===== src/hw/rtl/ccas_pkg.sv =====
`timescale 1ns / 1ps

package ccas_pkg;

    localparam logic CMD_BYTE = 1'b0;
    localparam logic CMD_TICK = 1'b1;

    localparam logic [7:0] CHAR_CR    = 8'd13;
    localparam logic [7:0] CHAR_FIRST = 8'd32;
    localparam logic [7:0] CHAR_LAST  = 8'd127;
    localparam logic [7:0] CHAR_ZERO  = 8'd48;

    localparam logic [1:0] STAT_NONE = 2'd0;
    localparam logic [1:0] STAT_OK   = 2'd1;
    localparam logic [1:0] STAT_FMT  = 2'd2;
    localparam logic [1:0] STAT_DAY  = 2'd3;

    localparam int DEC_LEN = 19;

    localparam logic [15:0] MAX_HOUR   = 16'd23;
    localparam logic [15:0] MAX_MINSEC = 16'd59;
    localparam logic [15:0] MAX_MONTH  = 16'd12;
    localparam logic [15:0] MAX_YEAR   = 16'd3000;

    localparam logic [4:0] MONTH_LEN [12] = '{5'd31, 5'd28, 5'd31, 5'd30, 5'd31, 5'd30,
                                             5'd31, 5'd31, 5'd30, 5'd31, 5'd30, 5'd31};
    localparam logic [4:0] DEFAULT_MONTH_LEN = 5'd31;

    localparam int LED_STEPS = 7;
    localparam logic [3:0] LED_PATTERN [LED_STEPS] = '{4'd1, 4'd3, 4'd7, 4'd15,
                                                      4'd14, 4'd12, 4'd8};
    localparam logic [3:0] LED_ALL_ON = 4'd15;

    typedef struct packed {
        logic [4:0]  hours;
        logic [5:0]  minutes;
        logic [5:0]  seconds;
        logic [4:0]  day;
        logic [3:0]  month;
        logic [11:0] year;
    } time_t;

    localparam time_t TIME_RESET = '{hours: 5'd0, minutes: 6'd0, seconds: 6'd1,
                                     day: 5'd0, month: 4'd0, year: 12'd0};

    typedef struct packed {
        logic [1:0] status;
        logic       set_ok;
        time_t      tm;
    } dec_t;

    typedef struct packed {
        time_t      tm;
        logic       rollover;
        logic [2:0] step;
        logic [3:0] led;
    } tick_t;

    // first member sits in the top bits: status ends up in bits [1:0]
    typedef struct packed {
        logic        rollover;
        logic [3:0]  led_bar;
        logic [11:0] year_value;
        logic [3:0]  month_number;
        logic [4:0]  day_of_month;
        logic [5:0]  seconds;
        logic [5:0]  minutes;
        logic [4:0]  hours;
        logic        running;
        logic [1:0]  status;
    } out_t;

    localparam int OUT_W   = $bits(out_t);
    localparam int TDATA_W = ((OUT_W + 7) / 8) * 8;

    function automatic logic [4:0] month_days(input logic [3:0] month);
        logic [4:0] len;
        len = DEFAULT_MONTH_LEN;
        if (month >= 4'd1 && month <= 4'd12)
        begin
            len = MONTH_LEN[4'(month - 4'd1)];
        end
        return len;
    endfunction

    function automatic logic [15:0] digit(input logic [7:0] chr);
        return 16'(chr) - 16'(CHAR_ZERO);
    endfunction

endpackage


===== src/hw/rtl/ccas_line_dec.sv =====
`timescale 1ns / 1ps

module ccas_line_dec (
    input  logic [7:0]      line [ccas_pkg::DEC_LEN],
    output ccas_pkg::dec_t  dec
);

    logic [15:0] hr;
    logic [15:0] mi;
    logic [15:0] se;
    logic [15:0] dy;
    logic [15:0] mo;
    logic [15:0] yr;
    logic        fmt_bad;
    logic        day_bad;

    always_comb
    begin
        hr = ccas_pkg::digit(line[0]) * 16'd10 + ccas_pkg::digit(line[1]);
        mi = ccas_pkg::digit(line[3]) * 16'd10 + ccas_pkg::digit(line[4]);
        se = ccas_pkg::digit(line[6]) * 16'd10 + ccas_pkg::digit(line[7]);
        dy = ccas_pkg::digit(line[9]) * 16'd10 + ccas_pkg::digit(line[10]);
        mo = ccas_pkg::digit(line[12]) * 16'd10 + ccas_pkg::digit(line[13]);
        yr = ccas_pkg::digit(line[15]) * 16'd1000 + ccas_pkg::digit(line[16]) * 16'd100
           + ccas_pkg::digit(line[17]) * 16'd10 + ccas_pkg::digit(line[18]);

        fmt_bad = (hr > ccas_pkg::MAX_HOUR) || (mi > ccas_pkg::MAX_MINSEC)
               || (se > ccas_pkg::MAX_MINSEC) || (mo == 16'd0)
               || (mo > ccas_pkg::MAX_MONTH) || (yr > ccas_pkg::MAX_YEAR);
        day_bad = (dy == 16'd0) || (dy > 16'(ccas_pkg::month_days(mo[3:0])));

        dec = '0;
        if (fmt_bad)
        begin
            dec.status = ccas_pkg::STAT_FMT;
        end
        else if (day_bad)
        begin
            dec.status = ccas_pkg::STAT_DAY;
        end
        else
        begin
            dec.status     = ccas_pkg::STAT_OK;
            dec.set_ok     = 1'b1;
            dec.tm.hours   = hr[4:0];
            dec.tm.minutes = mi[5:0];
            dec.tm.seconds = se[5:0];
            dec.tm.day     = dy[4:0];
            dec.tm.month   = mo[3:0];
            dec.tm.year    = yr[11:0];
        end
    end

endmodule


===== src/hw/rtl/ccas_tick.sv =====
`timescale 1ns / 1ps

module ccas_tick (
    input  ccas_pkg::time_t cur,
    input  logic [2:0]      step,
    output ccas_pkg::tick_t res
);

    logic [6:0] sec;
    logic [6:0] mins;
    logic [5:0] hr;
    logic [5:0] dy;
    logic [4:0] mon;
    logic [3:0] step_inc;

    always_comb
    begin
        sec      = 7'(cur.seconds) + 7'd1;
        mins     = 7'(cur.minutes) + 7'd1;
        hr       = 6'(cur.hours) + 6'd1;
        dy       = 6'(cur.day) + 6'd1;
        mon      = 5'(cur.month) + 5'd1;
        step_inc = 4'(step) + 4'd1;

        res          = '0;
        res.tm       = cur;
        res.tm.seconds = sec[5:0];
        if (sec >= 7'd60)
        begin
            res.tm.seconds = '0;
            res.tm.minutes = mins[5:0];
            if (mins >= 7'd60)
            begin
                res.tm.minutes = '0;
                res.tm.hours   = hr[4:0];
                if (hr >= 6'd24)
                begin
                    res.tm.hours = '0;
                    res.rollover = 1'b1;
                    res.tm.day   = dy[4:0];
                    if (dy > 6'(ccas_pkg::month_days(cur.month)))
                    begin
                        res.tm.day   = 5'd1;
                        res.tm.month = (mon >= 5'd13) ? 4'd1 : mon[3:0];
                    end
                end
            end
        end

        res.led  = ccas_pkg::LED_PATTERN[(step < 3'(ccas_pkg::LED_STEPS)) ? step : 3'd0];
        res.step = (step_inc >= 4'(ccas_pkg::LED_STEPS)) ? 3'd0 : step_inc[2:0];
    end

endmodule


===== src/hw/rtl/calendar_clock_with_ascii_set.sv =====
`timescale 1ns / 1ps

// channel   | signals                     | contents
// ----------+-----------------------------+---------------------------------------
// input     | s_tvalid s_tready s_tdata   | tdata: rx_byte; tuser: command
//           | s_tuser                     |
// output    | m_tvalid m_tready m_tdata   | status, running, time, led_bar,
//           |                             | day_rollover
//
// One result beat per input beat; m_tvalid rises from the result register.
// Without an m_tready stall a new beat can be taken every cycle; the input and the
// result register are the only stages, all decode and counting sits between them.
// rst_n clears the line buffer, counters and both valid bits; time is preset.
// A stall on m_tready holds the result; the input stage still fills once.

module calendar_clock_with_ascii_set #(
    parameter int LINE_DEPTH = 24
) (
    input  logic                         clk,
    input  logic                         rst_n,
    input  logic                         s_tvalid,
    output logic                         s_tready,
    input  logic [7:0]                   s_tdata,  // [7:0] rx_byte
    input  logic [0:0]                   s_tuser,  // [0] command
    output logic                         m_tvalid,
    input  logic                         m_tready,
    // [1:0] status, [2] running, [7:3] hours, [13:8] minutes, [19:14] seconds,
    // [24:20] day_of_month, [28:25] month_number, [40:29] year_value,
    // [44:41] led_bar, [45] day_rollover, [47:46] zero
    output logic [ccas_pkg::TDATA_W-1:0] m_tdata
);

    localparam int PW = $clog2(LINE_DEPTH);

    logic                   in_valid_reg;
    logic                   in_cmd_reg;
    logic [7:0]             in_byte_reg;
    logic                   m_valid_reg;
    ccas_pkg::out_t         m_data_reg;

    logic [7:0]             line_buf_reg  [LINE_DEPTH];
    logic [7:0]             line_buf_next [LINE_DEPTH];
    logic [PW-1:0]          pos_reg;
    logic [PW-1:0]          pos_next;
    ccas_pkg::time_t        time_reg;
    ccas_pkg::time_t        time_next;
    logic                   running_reg;
    logic                   running_next;
    logic [2:0]             led_step_reg;
    logic [2:0]             led_step_next;
    logic [3:0]             led_shown_reg;
    logic [3:0]             led_shown_next;

    logic [7:0]             dec_line [ccas_pkg::DEC_LEN];
    ccas_pkg::dec_t         dec;
    ccas_pkg::tick_t        tick;
    ccas_pkg::out_t         result;
    logic                   out_adv;
    logic                   fire;

    assign out_adv  = !m_valid_reg || m_tready;
    assign s_tready = !in_valid_reg || out_adv;
    assign fire     = in_valid_reg && out_adv;
    assign m_tvalid = m_valid_reg;
    assign m_tdata  = {{(ccas_pkg::TDATA_W - ccas_pkg::OUT_W){1'b0}}, m_data_reg};

    always_comb
    begin
        for (int i = 0; i < ccas_pkg::DEC_LEN; i++)
        begin
            dec_line[i] = line_buf_reg[i];
        end
    end

    ccas_line_dec u_dec (
        .line (dec_line),
        .dec  (dec)
    );

    ccas_tick u_tick (
        .cur  (time_reg),
        .step (led_step_reg),
        .res  (tick)
    );

    always_comb
    begin
        line_buf_next  = line_buf_reg;
        pos_next       = pos_reg;
        time_next      = time_reg;
        running_next   = running_reg;
        led_step_next  = led_step_reg;
        led_shown_next = led_shown_reg;
        result         = '0;

        if (in_cmd_reg == ccas_pkg::CMD_TICK)
        begin
            if (running_reg)
            begin
                time_next       = tick.tm;
                led_step_next   = tick.step;
                led_shown_next  = tick.led;
                result.rollover = tick.rollover;
            end
        end
        else if (in_byte_reg == ccas_pkg::CHAR_CR)
        begin
            result.status = dec.status;
            time_next     = dec.tm;
            if (dec.set_ok)
            begin
                running_next = 1'b1;
            end
            for (int i = 0; i < LINE_DEPTH; i++)
            begin
                line_buf_next[i] = '0;
            end
            pos_next = '0;
        end
        else if (in_byte_reg inside {[ccas_pkg::CHAR_FIRST:ccas_pkg::CHAR_LAST]})
        begin
            line_buf_next[pos_reg] = in_byte_reg;
            pos_next = (pos_reg == PW'(LINE_DEPTH - 1)) ? '0 : pos_reg + 1'b1;
        end

        result.running      = running_next;
        result.hours        = time_next.hours;
        result.minutes      = time_next.minutes;
        result.seconds      = time_next.seconds;
        result.day_of_month = time_next.day;
        result.month_number = time_next.month;
        result.year_value   = time_next.year;
        result.led_bar      = led_shown_next;
    end

    always_ff @(posedge clk or negedge rst_n)
    begin
        if (!rst_n)
        begin
            in_valid_reg  <= 1'b0;
            m_valid_reg   <= 1'b0;
            for (int i = 0; i < LINE_DEPTH; i++)
            begin
                line_buf_reg[i] <= '0;
            end
            pos_reg       <= '0;
            time_reg      <= ccas_pkg::TIME_RESET;
            running_reg   <= 1'b0;
            led_step_reg  <= '0;
            led_shown_reg <= ccas_pkg::LED_ALL_ON;
        end
        else
        begin
            if (s_tready)
            begin
                in_valid_reg <= s_tvalid;
            end
            if (out_adv)
            begin
                m_valid_reg <= in_valid_reg;
            end
            if (fire)
            begin
                line_buf_reg  <= line_buf_next;
                pos_reg       <= pos_next;
                time_reg      <= time_next;
                running_reg   <= running_next;
                led_step_reg  <= led_step_next;
                led_shown_reg <= led_shown_next;
            end
        end
    end

    always_ff @(posedge clk)
    begin
        if (s_tvalid && s_tready)
        begin
            in_cmd_reg  <= s_tuser[0];
            in_byte_reg <= s_tdata;
        end
        if (fire)
        begin
            m_data_reg <= result;
        end
    end

endmodule


===== config.mk =====
export PLATFORM = sky130hd
export DESIGN_NAME = calendar_clock_with_ascii_set
export DESIGN_NICKNAME = d
export VERILOG_FILES = /design/src/hw/rtl/ccas_pkg.sv /design/src/hw/rtl/ccas_line_dec.sv /design/src/hw/rtl/ccas_tick.sv /design/src/hw/rtl/calendar_clock_with_ascii_set.sv
export SDC_FILE = /design/constraint.sdc
export NUM_CORES = 1
export LEC_CHECK = 0
export ABC_AREA = 1
export BUFFER_PORTS_ARGS = -buffer_cell sky130_fd_sc_hd__buf_2
export CAP_MARGIN = 20
export CELL_PAD_IN_SITES_DETAIL_PLACEMENT = 1
export CELL_PAD_IN_SITES_GLOBAL_PLACEMENT = 2
export CORE_ASPECT_RATIO = 0.8
export CORE_MARGIN = 2
export CORE_UTILIZATION = 38
export DETAILED_ROUTE_END_ITERATION = 8
export GPL_ROUTABILITY_DRIVEN = 0
export PLACE_DENSITY_LB_ADDON = 0.1
export SLEW_MARGIN = 25
export SYNTH_ARGS = -nofsm -noshare
export SYNTH_HDL_FRONTEND = slang
export SYNTH_SLANG_ARGS = --single-unit

===== constraint.sdc =====
create_clock -name clk -period 8.9 [get_ports clk]
set_input_delay 1.78 -clock clk [delete_from_list [all_inputs] [get_ports clk]]
set_output_delay 1.78 -clock clk [all_outputs]
set_load 0.02 [all_outputs]

## After elaboration in Yosys (flattened, before gate mapping)

Memory sizes are Yosys's and may differ from the RTL's.
Cells that the tools add are included.

- Flip-flop bits (word level): 300
- Input port bits: 13
- Memories kept: 3
- Output and inout port bits: 50
- Logic and storage cells: 188
- Bits in read-only memories: 192

- Eq/ne operators: 2
- Reduce and logical (&&, ||, !) cells: 24
- Multiply operators: 8
- Add/sub/neg operators: 31
- Bitwise logic cells: 6
- Muxes and demuxes: 41
- $lt $le $gt $ge: 24

Memory list:

| memory | depth | width | rd ports | clocked after Yosys merged registers in | wr ports | RTL line | source |
|---|---|---|---|---|---|---|---|
| (name not given) | 16 | 5 | 1 | 0 | 0 | ccas_pkg.sv:81 | `len = MONTH_LEN[4'(month - 4'd1)];` |
| (name not given) | 16 | 5 | 1 | 0 | 0 | ccas_pkg.sv:81 |  |
| (name not given) | 8 | 4 | 1 | 0 | 0 | ccas_tick.sv:50 | `res.led = ccas_pkg::LED_PATTERN[(step < 3'(ccas_pkg::LED_STEPS)) ? step : 3'd0];` |

Operators by type and width:

| operator | count |
|---|---|
| $mux W192 | 2 |
| $bwmux W192 | 1 |
| $add A16 B16 Y16 | 8 |
| $sub A8 B6 Y9 const B | 14 |
| $mux W38 | 3 |
| $mul A16 B3 Y15 const B | 6 |
| $mux W39 | 2 |
| $mux W5 | 13 |
| $demux W8 S5 | 1 |
| $gt A16 B6 Y1 const B | 2 |
| $logic_not A16 Y1 | 2 |
| $mux W9 | 3 |
| $mux W26 | 1 |
| $mux W4 | 5 |
| $gt A16 B12 Y1 const B | 1 |
| $gt A16 B4 Y1 const B | 1 |
| $gt A16 B5 Y1 | 1 |
| $gt A16 B5 Y1 const B | 1 |
| $mul A16 B5 Y14 const B | 1 |
| $mul A16 B7 Y13 const B | 1 |
| $add A6 B1 Y7 const B | 2 |
| $ge A7 B6 Y1 const B | 2 |
| $add A5 B1 Y6 const B | 2 |
| $mux W11 | 1 |
| other kinds (35) | 60 |

## Longest topological paths before layout

Gate-level depths: netlist of run 1.

- Depth after elaboration: 16
- Depth in mapped cells: 43
- Depth with buffers taken out: 41

## Modules after synthesis

From an unflattened synthesis of run 1, not the netlist that was laid out.

- Cell total of the unflattened synthesis: 3190
- Area, all modules: 23963.0 µm²

By module, submodules not included:

| module | area each (µm²) | times used | cells an instance | sequential area each (µm²) |
|---|---|---|---|---|
| calendar_clock_with_ascii_set | 11866.4 | 1 | 1363 | 6787.8 |
| ccas_line_dec | 10756.6 | 1 | 1573 | 0.0 |
| ccas_tick | 1340.0 | 1 | 254 | 0.0 |

## Least setup slack after synthesis of run 1

Ideal clock, no wire load.

- Path type: register to register
- From: reg line_buf_reg, in the netlist dec_line[29]
- To: reg m_data_reg, in the netlist m_tdata[22], data pin
- Clock period less this slack: 6.174 ns
- Slack: 2.726 ns
- Required time: 8.638 ns
- Stages on the path, launching flop included: 32
- Setup time: 0.262 ns
- Arrival time: 5.912 ns
- Path buffers: 2
- Path through: dfrtp_1 ha_1 xor2_1 inv_1 ha_1 inv_1 fa_1 inv_1 fa_1 inv_1 fa_1 inv_1 ha_1 a21o_1 nor2_1 xor2_1 fa_1 inv_1 ha_1 a21oi_1 a21boi_0 nand2_1 nand2_1 nor2_1 o2111ai_1 nand2_1 buf_4 buf_6 nand4_1 nand2_1 nand2_1 nand2_1

RTL lines:

| what | RTL line | source |
|---|---|---|
| start, declared | calendar_clock_with_ascii_set.sv:41 | `logic [7:0] line_buf_reg [LINE_DEPTH];` |
| start signal, assigned | calendar_clock_with_ascii_set.sv:164 | `line_buf_reg <= line_buf_next;` |
| end signal, assigned | calendar_clock_with_ascii_set.sv:183 | `m_data_reg <= result;` |
| end, declared | calendar_clock_with_ascii_set.sv:39 | `ccas_pkg::out_t m_data_reg;` |

==> flow_summary.ini, run 1 <==
[worst_setup_path]
cpMaxStageDelayCell = nand2_2
worstPathBufferInverterCount = 6
worst-path-stages = 33
max_stage_delay_ps = 730
rrSetupSlack_ps = 1470
worstPathMaxFanout = 39
cp_top_family = adder cells
start_kind = flip-flop
worstSetupPathType = flip-flop to flip-flop
crit_path_end = time_reg[14]
worstRegToRegCells = 33
required_ps = 9450
arrival_ps = 7990
cp_common_cell = nand2_1
crit_start = dec_line[25]
worstReg2RegStart = dec_line[25]
reg2reg_to = time_reg[14]
critPathCaptureType = flip-flop

[cts]
post_cts_buffers = 0
clk_path_buf_depth = 3
cts_max_level = 1
cts.sinks = 220
cts_tree = done
cts_root_buf = clkbuf_16
cts_buffers = 28
cts.hold.buffers_added = 0
path_clk_slew_ps = 60
clk_latency_ps = 610
cts_resized = 0

[yosys]
synthMuxAreaShare = 0
synth_ff_type = dfrtp_1
synth_top_family_by_area = simple AND/OR/NAND/NOR gates
netlist_area_mm2 = 0.0219
synth-compound-area-share = 0.0947
ys_ff_latch = 220
synthDominantCellAreaShare = 0.183
ys_seq_area_frac = 0.264
synth-adder-area-share = 0.212
ys_warn_count = 0
async_flop_share = 0.750
synthSimpleGateAreaFrac = 0.277
synth-edff-count = 55
syn_inst = 3017
synth-xor-area-share = 0.0584
ys_top_cells_by_area = dfrtp_1, ha_1, nand2_1
ys_types = 53
synth_top_cell_by_area = dfrtp_1
syn_avg_cell_area_um2 = 7.26

[global_route]
grt_pass1_wl_um = 114000
grt_usage = 0.240
antenna_found_initial = 3
grt-ovfl-total = 0
first_global_vias = 21017
grt_max_degree = 89

[sta]
maxSlewViolCount = 0
setup_viol = 0
timing.slew.headroom = 0.277
tns_ps = 0
period_share = 0.835
worstMarginPinSlew_ps = 1080
hold_viol = 0
holdWs_ps = 506
finalCriticalPeriod_ps = 7430
rsz0062_at_grt = false
fmaxAchievable_mhz = 135
fin_skew_ps = 61.6

[floorplan]
fp.dieH_um = 219
io-pin-count = 63
fp.coreArea_mm2 = 0.0568
core.rowCount = 78
start_util = 0.386
dieArea_mm2 = 0.0596
die_width_um = 272

[finish]
largest_reg_flops = 112
antenna_cells = 0
nFillCells = 7246
layout_commonest_cell = nand2_1
mostFrequentLayoutCells = nand2_1, inv_1, ha_1, nand3_1, nor2_1
multi_input_area_mm2 = 0.0141
nets = 3400
seqCellArea_mm2 = 0.00579
drive_above_1_share = 0.0539
area_delta_synth_final_pct = 9.38

[route]
first_pass_iters = 5
drtAntennaViolNets = 0
vias = 20137
viasPerCell = 5.25
wirelength_um = 70400
drtIter0Drc = 1091
wl_per_cell_um = 18.3
drc = 0

[min_path]
hp-class = flip-flop to flip-flop
hp-start = led_shown_reg[3]

[run]
maxCapViolCount = 0

[status]
outcome = finished, final reports clean

[placed_design]
port_buffers = 60
dpl.hpwl_um = 54700
==> cell families after synthesis <==
| family | Yosys count |
|---|---|
| and+or+nand+nor | 1425 |
| buffers and inverters | 527 |
| AOI/OAI and AO/OA | 367 |
| adders and majority gates | 331 |
| DFF | 220 |
| xor gates and xnor gates | 146 |
| other | 1 |
==> worst min-delay path: stages, from the launching register on <==
cell and delay (ps):
dfstp_2 360, inv_1 60, o22ai_1 80
==> cells in the mapped netlist (38+ instances only) <==
| cell | count |
|---|---|
| xnor2_1 | 52 |
| ha_1 | 263 |
| clkbuf_1 | 44 |
| a21oi_1 | 121 |
| dfrtp_1 | 160 |
| nor3_1 | 38 |
| nand3_1 | 217 |
| nor2_1 | 213 |
| o21ai_0 | 137 |
| nand4_1 | 84 |
| xor2_1 | 94 |
| inv_1 | 456 |
| nand2_1 | 818 |
| edfxtp_1 | 55 |
| fa_1 | 68 |
==> routing by layer <==
metal	vias up	track usage	part of all wire
li1	9909	-	-
met4	0	0.0396	0.016
met5	-	0	0
met1	9901	0.348	0.50
met3	56	0.0376	0.042
met2	271	0.382	0.44
==> worst min path at each step <==
stage	to	slack, ps	depth (start not counted)
final	led_shown_reg[3]	510	2
after floorplan	dec_line[41]	460	2
after detailed placement	time_reg[9]	490	2
after global placement	led_shown_reg[1]	480	2
after CTS	led_shown_reg[3]	510	2
after global routing	time_reg[9]	530	2
==> final cells by class <==
type                    instances  share of cell area
flip-flops and latches        220               0.242
inverters                     461              0.0722
well taps                     760              0.0397
repair buffers                 74              0.0173
clock buffers                  32              0.0316
clock inverters                20             0.00851
multi-input cells            2271               0.589
==> through the flow <==
step / utilization / instances / setup WS (ps) / cell area, um2
after global routing: 0.422 / 3838 / 916 / 24000
after global placement: 0.404 / 3786 / 1630 / 23000
after floorplan: - / 3018 / 2730 / 21900
final: 0.422 / 3838 / 1470 / 24000
after CTS: 0.422 / 3838 / 1390 / 23900
after detailed placement: 0.405 / 3786 / 1430 / 23000
Power of run 1 is not shown: default switching activity piles up to over one toggle a cycle in this logic, so the estimate is an artifact.
==> inputs of run 2 (changes only) <==
Settings changed: ABC_AREA 1 to 0, CORE_UTILIZATION 38 to 37.
Clock period 8.9 ns to 6.12 ns, I/O delays scaled along.
==> run 2 against run 1 <==
Against the previous run:
- the flow now finishes with violations (negative setup slack)
- global-route usage is 1.3 points higher
- routed wire length is 3.2% higher
- utilization is 2.5 points higher
- maximum frequency is 3.7% higher
- setup slack worse by 2500 ps
==> flow_summary.ini, run 2 <==
[status]
outcome = finished with violations
failed_checks = negative setup slack

[sta]
fin_skew_ps = 12.8
maxSlewViolCount = 0
timing.slew.headroom = 0.291
period_share = 1.17
tns_ps = -74070
hold_viol = 0
timing.final.ws_setup_ps = -1050
worstMarginPinSlew_ps = 1060
fmaxAchievable_mhz = 139
finalCriticalPeriod_ps = 7170
setup_viol = 80
rsz0062_at_grt = true

[finish]
area_delta_synth_final_pct = 19.3
drive_above_1_share = 0.158
nets = 2881
instances_no_fill = 3310
nFillCells = 6433
layout_commonest_cell = ha_1
fin_util = 0.447
mostFrequentLayoutCells = ha_1, o21ai_0, inv_1, nand2_1, buf_4
largest_reg_flops = 112

[worst_setup_path]
start_kind = flip-flop
worstPathMaxFanout = 8
arrival_ps = 7570
cpMaxStageDelayCell = fa_1
worstSetupPathType = flip-flop to flip-flop
critPathCaptureType = flip-flop
required_ps = 6520
cp_common_cell = fa_1
max_stage_delay_ps = 560
rrSetupSlack_ps = -1050

[global_route]
grt-ovfl-total = 0
antenna_found_initial = 3
grt_max_degree = 74
grt_pass1_wl_um = 114000
grt_usage = 0.253
first_global_vias = 19710

[yosys]
async_flop_share = 0.750
netlist_area_mm2 = 0.0207
ys_types = 86
synthDominantCellAreaShare = 0.194
ys_seq_area_frac = 0.280
synth_most_common_cell = ha_1
synth_top_family_by_area = adder cells
synthSimpleGateAreaFrac = 0.166
syn_avg_cell_area_um2 = 8.74
syn_inst = 2364
synth_ff_type = dfrtp_1
ys_warn_count = 0
synthMuxAreaShare = 0.00799
synth-adder-area-share = 0.225
synth-xor-area-share = 0.0634
ys_ff_latch = 220
synth_top_cell_by_area = dfrtp_1
synth-edff-count = 55
synth-compound-area-share = 0.202
ys_top_cells_by_count = ha_1, o21ai_0, inv_1, nand2_1, dfrtp_1
ys_top_cells_by_area = dfrtp_1, ha_1, edfxtp_1

[placed_design]
placedCellCount = 3239
pre_cts_slack_ps = -1280
port_buffers = 60
dpl.hpwl_um = 53800

[cts]
cts.sinks = 220
cts_root_buf = clkbuf_16
cts_max_level = 1
path_clk_slew_ps = 60
clk_path_buf_depth = 3
clk_latency_ps = 580
cts_buffers = 28
cts_tree = done

[route]
vias = 18705
drtIter0Drc = 1027
drc = 0
wirelength_um = 72700
first_pass_iters = 5
wl_per_cell_um = 22.0
viasPerCell = 5.65
drtAntennaViolNets = 0

[run]
maxCapViolCount = 0

[floorplan]
dieArea_mm2 = 0.0578
fp.coreArea_mm2 = 0.0552
start_util = 0.374
fp.dieH_um = 215
core.rowCount = 77
io-pin-count = 63
die_width_um = 268

[min_path]
hp-class = flip-flop to flip-flop
[run 2: changes by cell type in the layout (fill, tap and decap cells not counted), sizes merged, moves of 37 or more]
cell	previous run	this run
o21ai	141	241
buf	74	235
nand4	84	33
and3	6	57
nand2	830	172
xor2	94	55
xnor2	52	92
a31oi	9	46
a21o	11	53
nand3	218	148
nor2	217	121
inv	463	204
[run 2: final timing paths]
kind                               endpoint  cells after the start              from
max in group asynchronous     dec_line[112]                      2             rst_n
min                        led_shown_reg[2]                      2  led_shown_reg[2]
max                             m_tdata[38]                     29      dec_line[25]
min reg2reg                led_shown_reg[2]                      2  led_shown_reg[2]
min in group asynchronous     dec_line[127]                      1             rst_n
max reg2reg                     m_tdata[38]                     29      dec_line[25]
[run 2: critical path, delay by kind of cell, from the launching register on]
family	cells	cell delay [ps]
compound gates	6	1090
xor+xnor	4	840
fa+ha+maj	7	3160
buf+inv	9	870
flops	1	410
simple gates	3	600
[run 2: area by class of cell]
type,instances,area [um2],share of cell area
sequential,220,5790,0.235
antenna,1,2.50,0.000101
clock inverter,18,171,0.00695
multi-input combinational,1846,14400,0.583
clock buffer,34,754,0.0306
inverter,204,768,0.0311
timing repair buffer,237,1850,0.0750
tap,750,938,0.0380
[run 2: what timing repair did]
action,CTS,global route
cloned,5,1
pin swaps,60,29
setup buffers,10,4
hold buffers,0,0
hold endpoints to repair,0,0
gates resized for setup,65,65
endpoints found under the setup margin,80,80
[run 2: cells by family after synthesis]
logic type                 count (synthesis)
other                                      1
muxes                                     16
AOI/OAI and AO/OA                        664
and+or+nand+nor                          685
DFF                                      220
adders and majority gates                331
xor gates and xnor gates                 148
buffers and inverters                    299
[run 2: per-stage QoR]
| stage | hold slack, ps | area [um2] |
|---|---|---|
| final | 466 | 24700 |
| after floorplan | 439 | 20800 |
| after global placement | 445 | 22900 |
| after global routing | 482 | 24700 |
| after detailed placement | 460 | 22900 |
| after CTS | 470 | 24300 |
[run 2: metal layers]
layer  global-route usage  up-vias  wire length (um)
li1                     -     8905                 -
met1                0.353     9428             34600
met2                0.406      292             32800
met3               0.0393       80              3320
met4               0.0682        0              1980
met5                    0        -                 0
Power of run 2 is left out for the same reason.
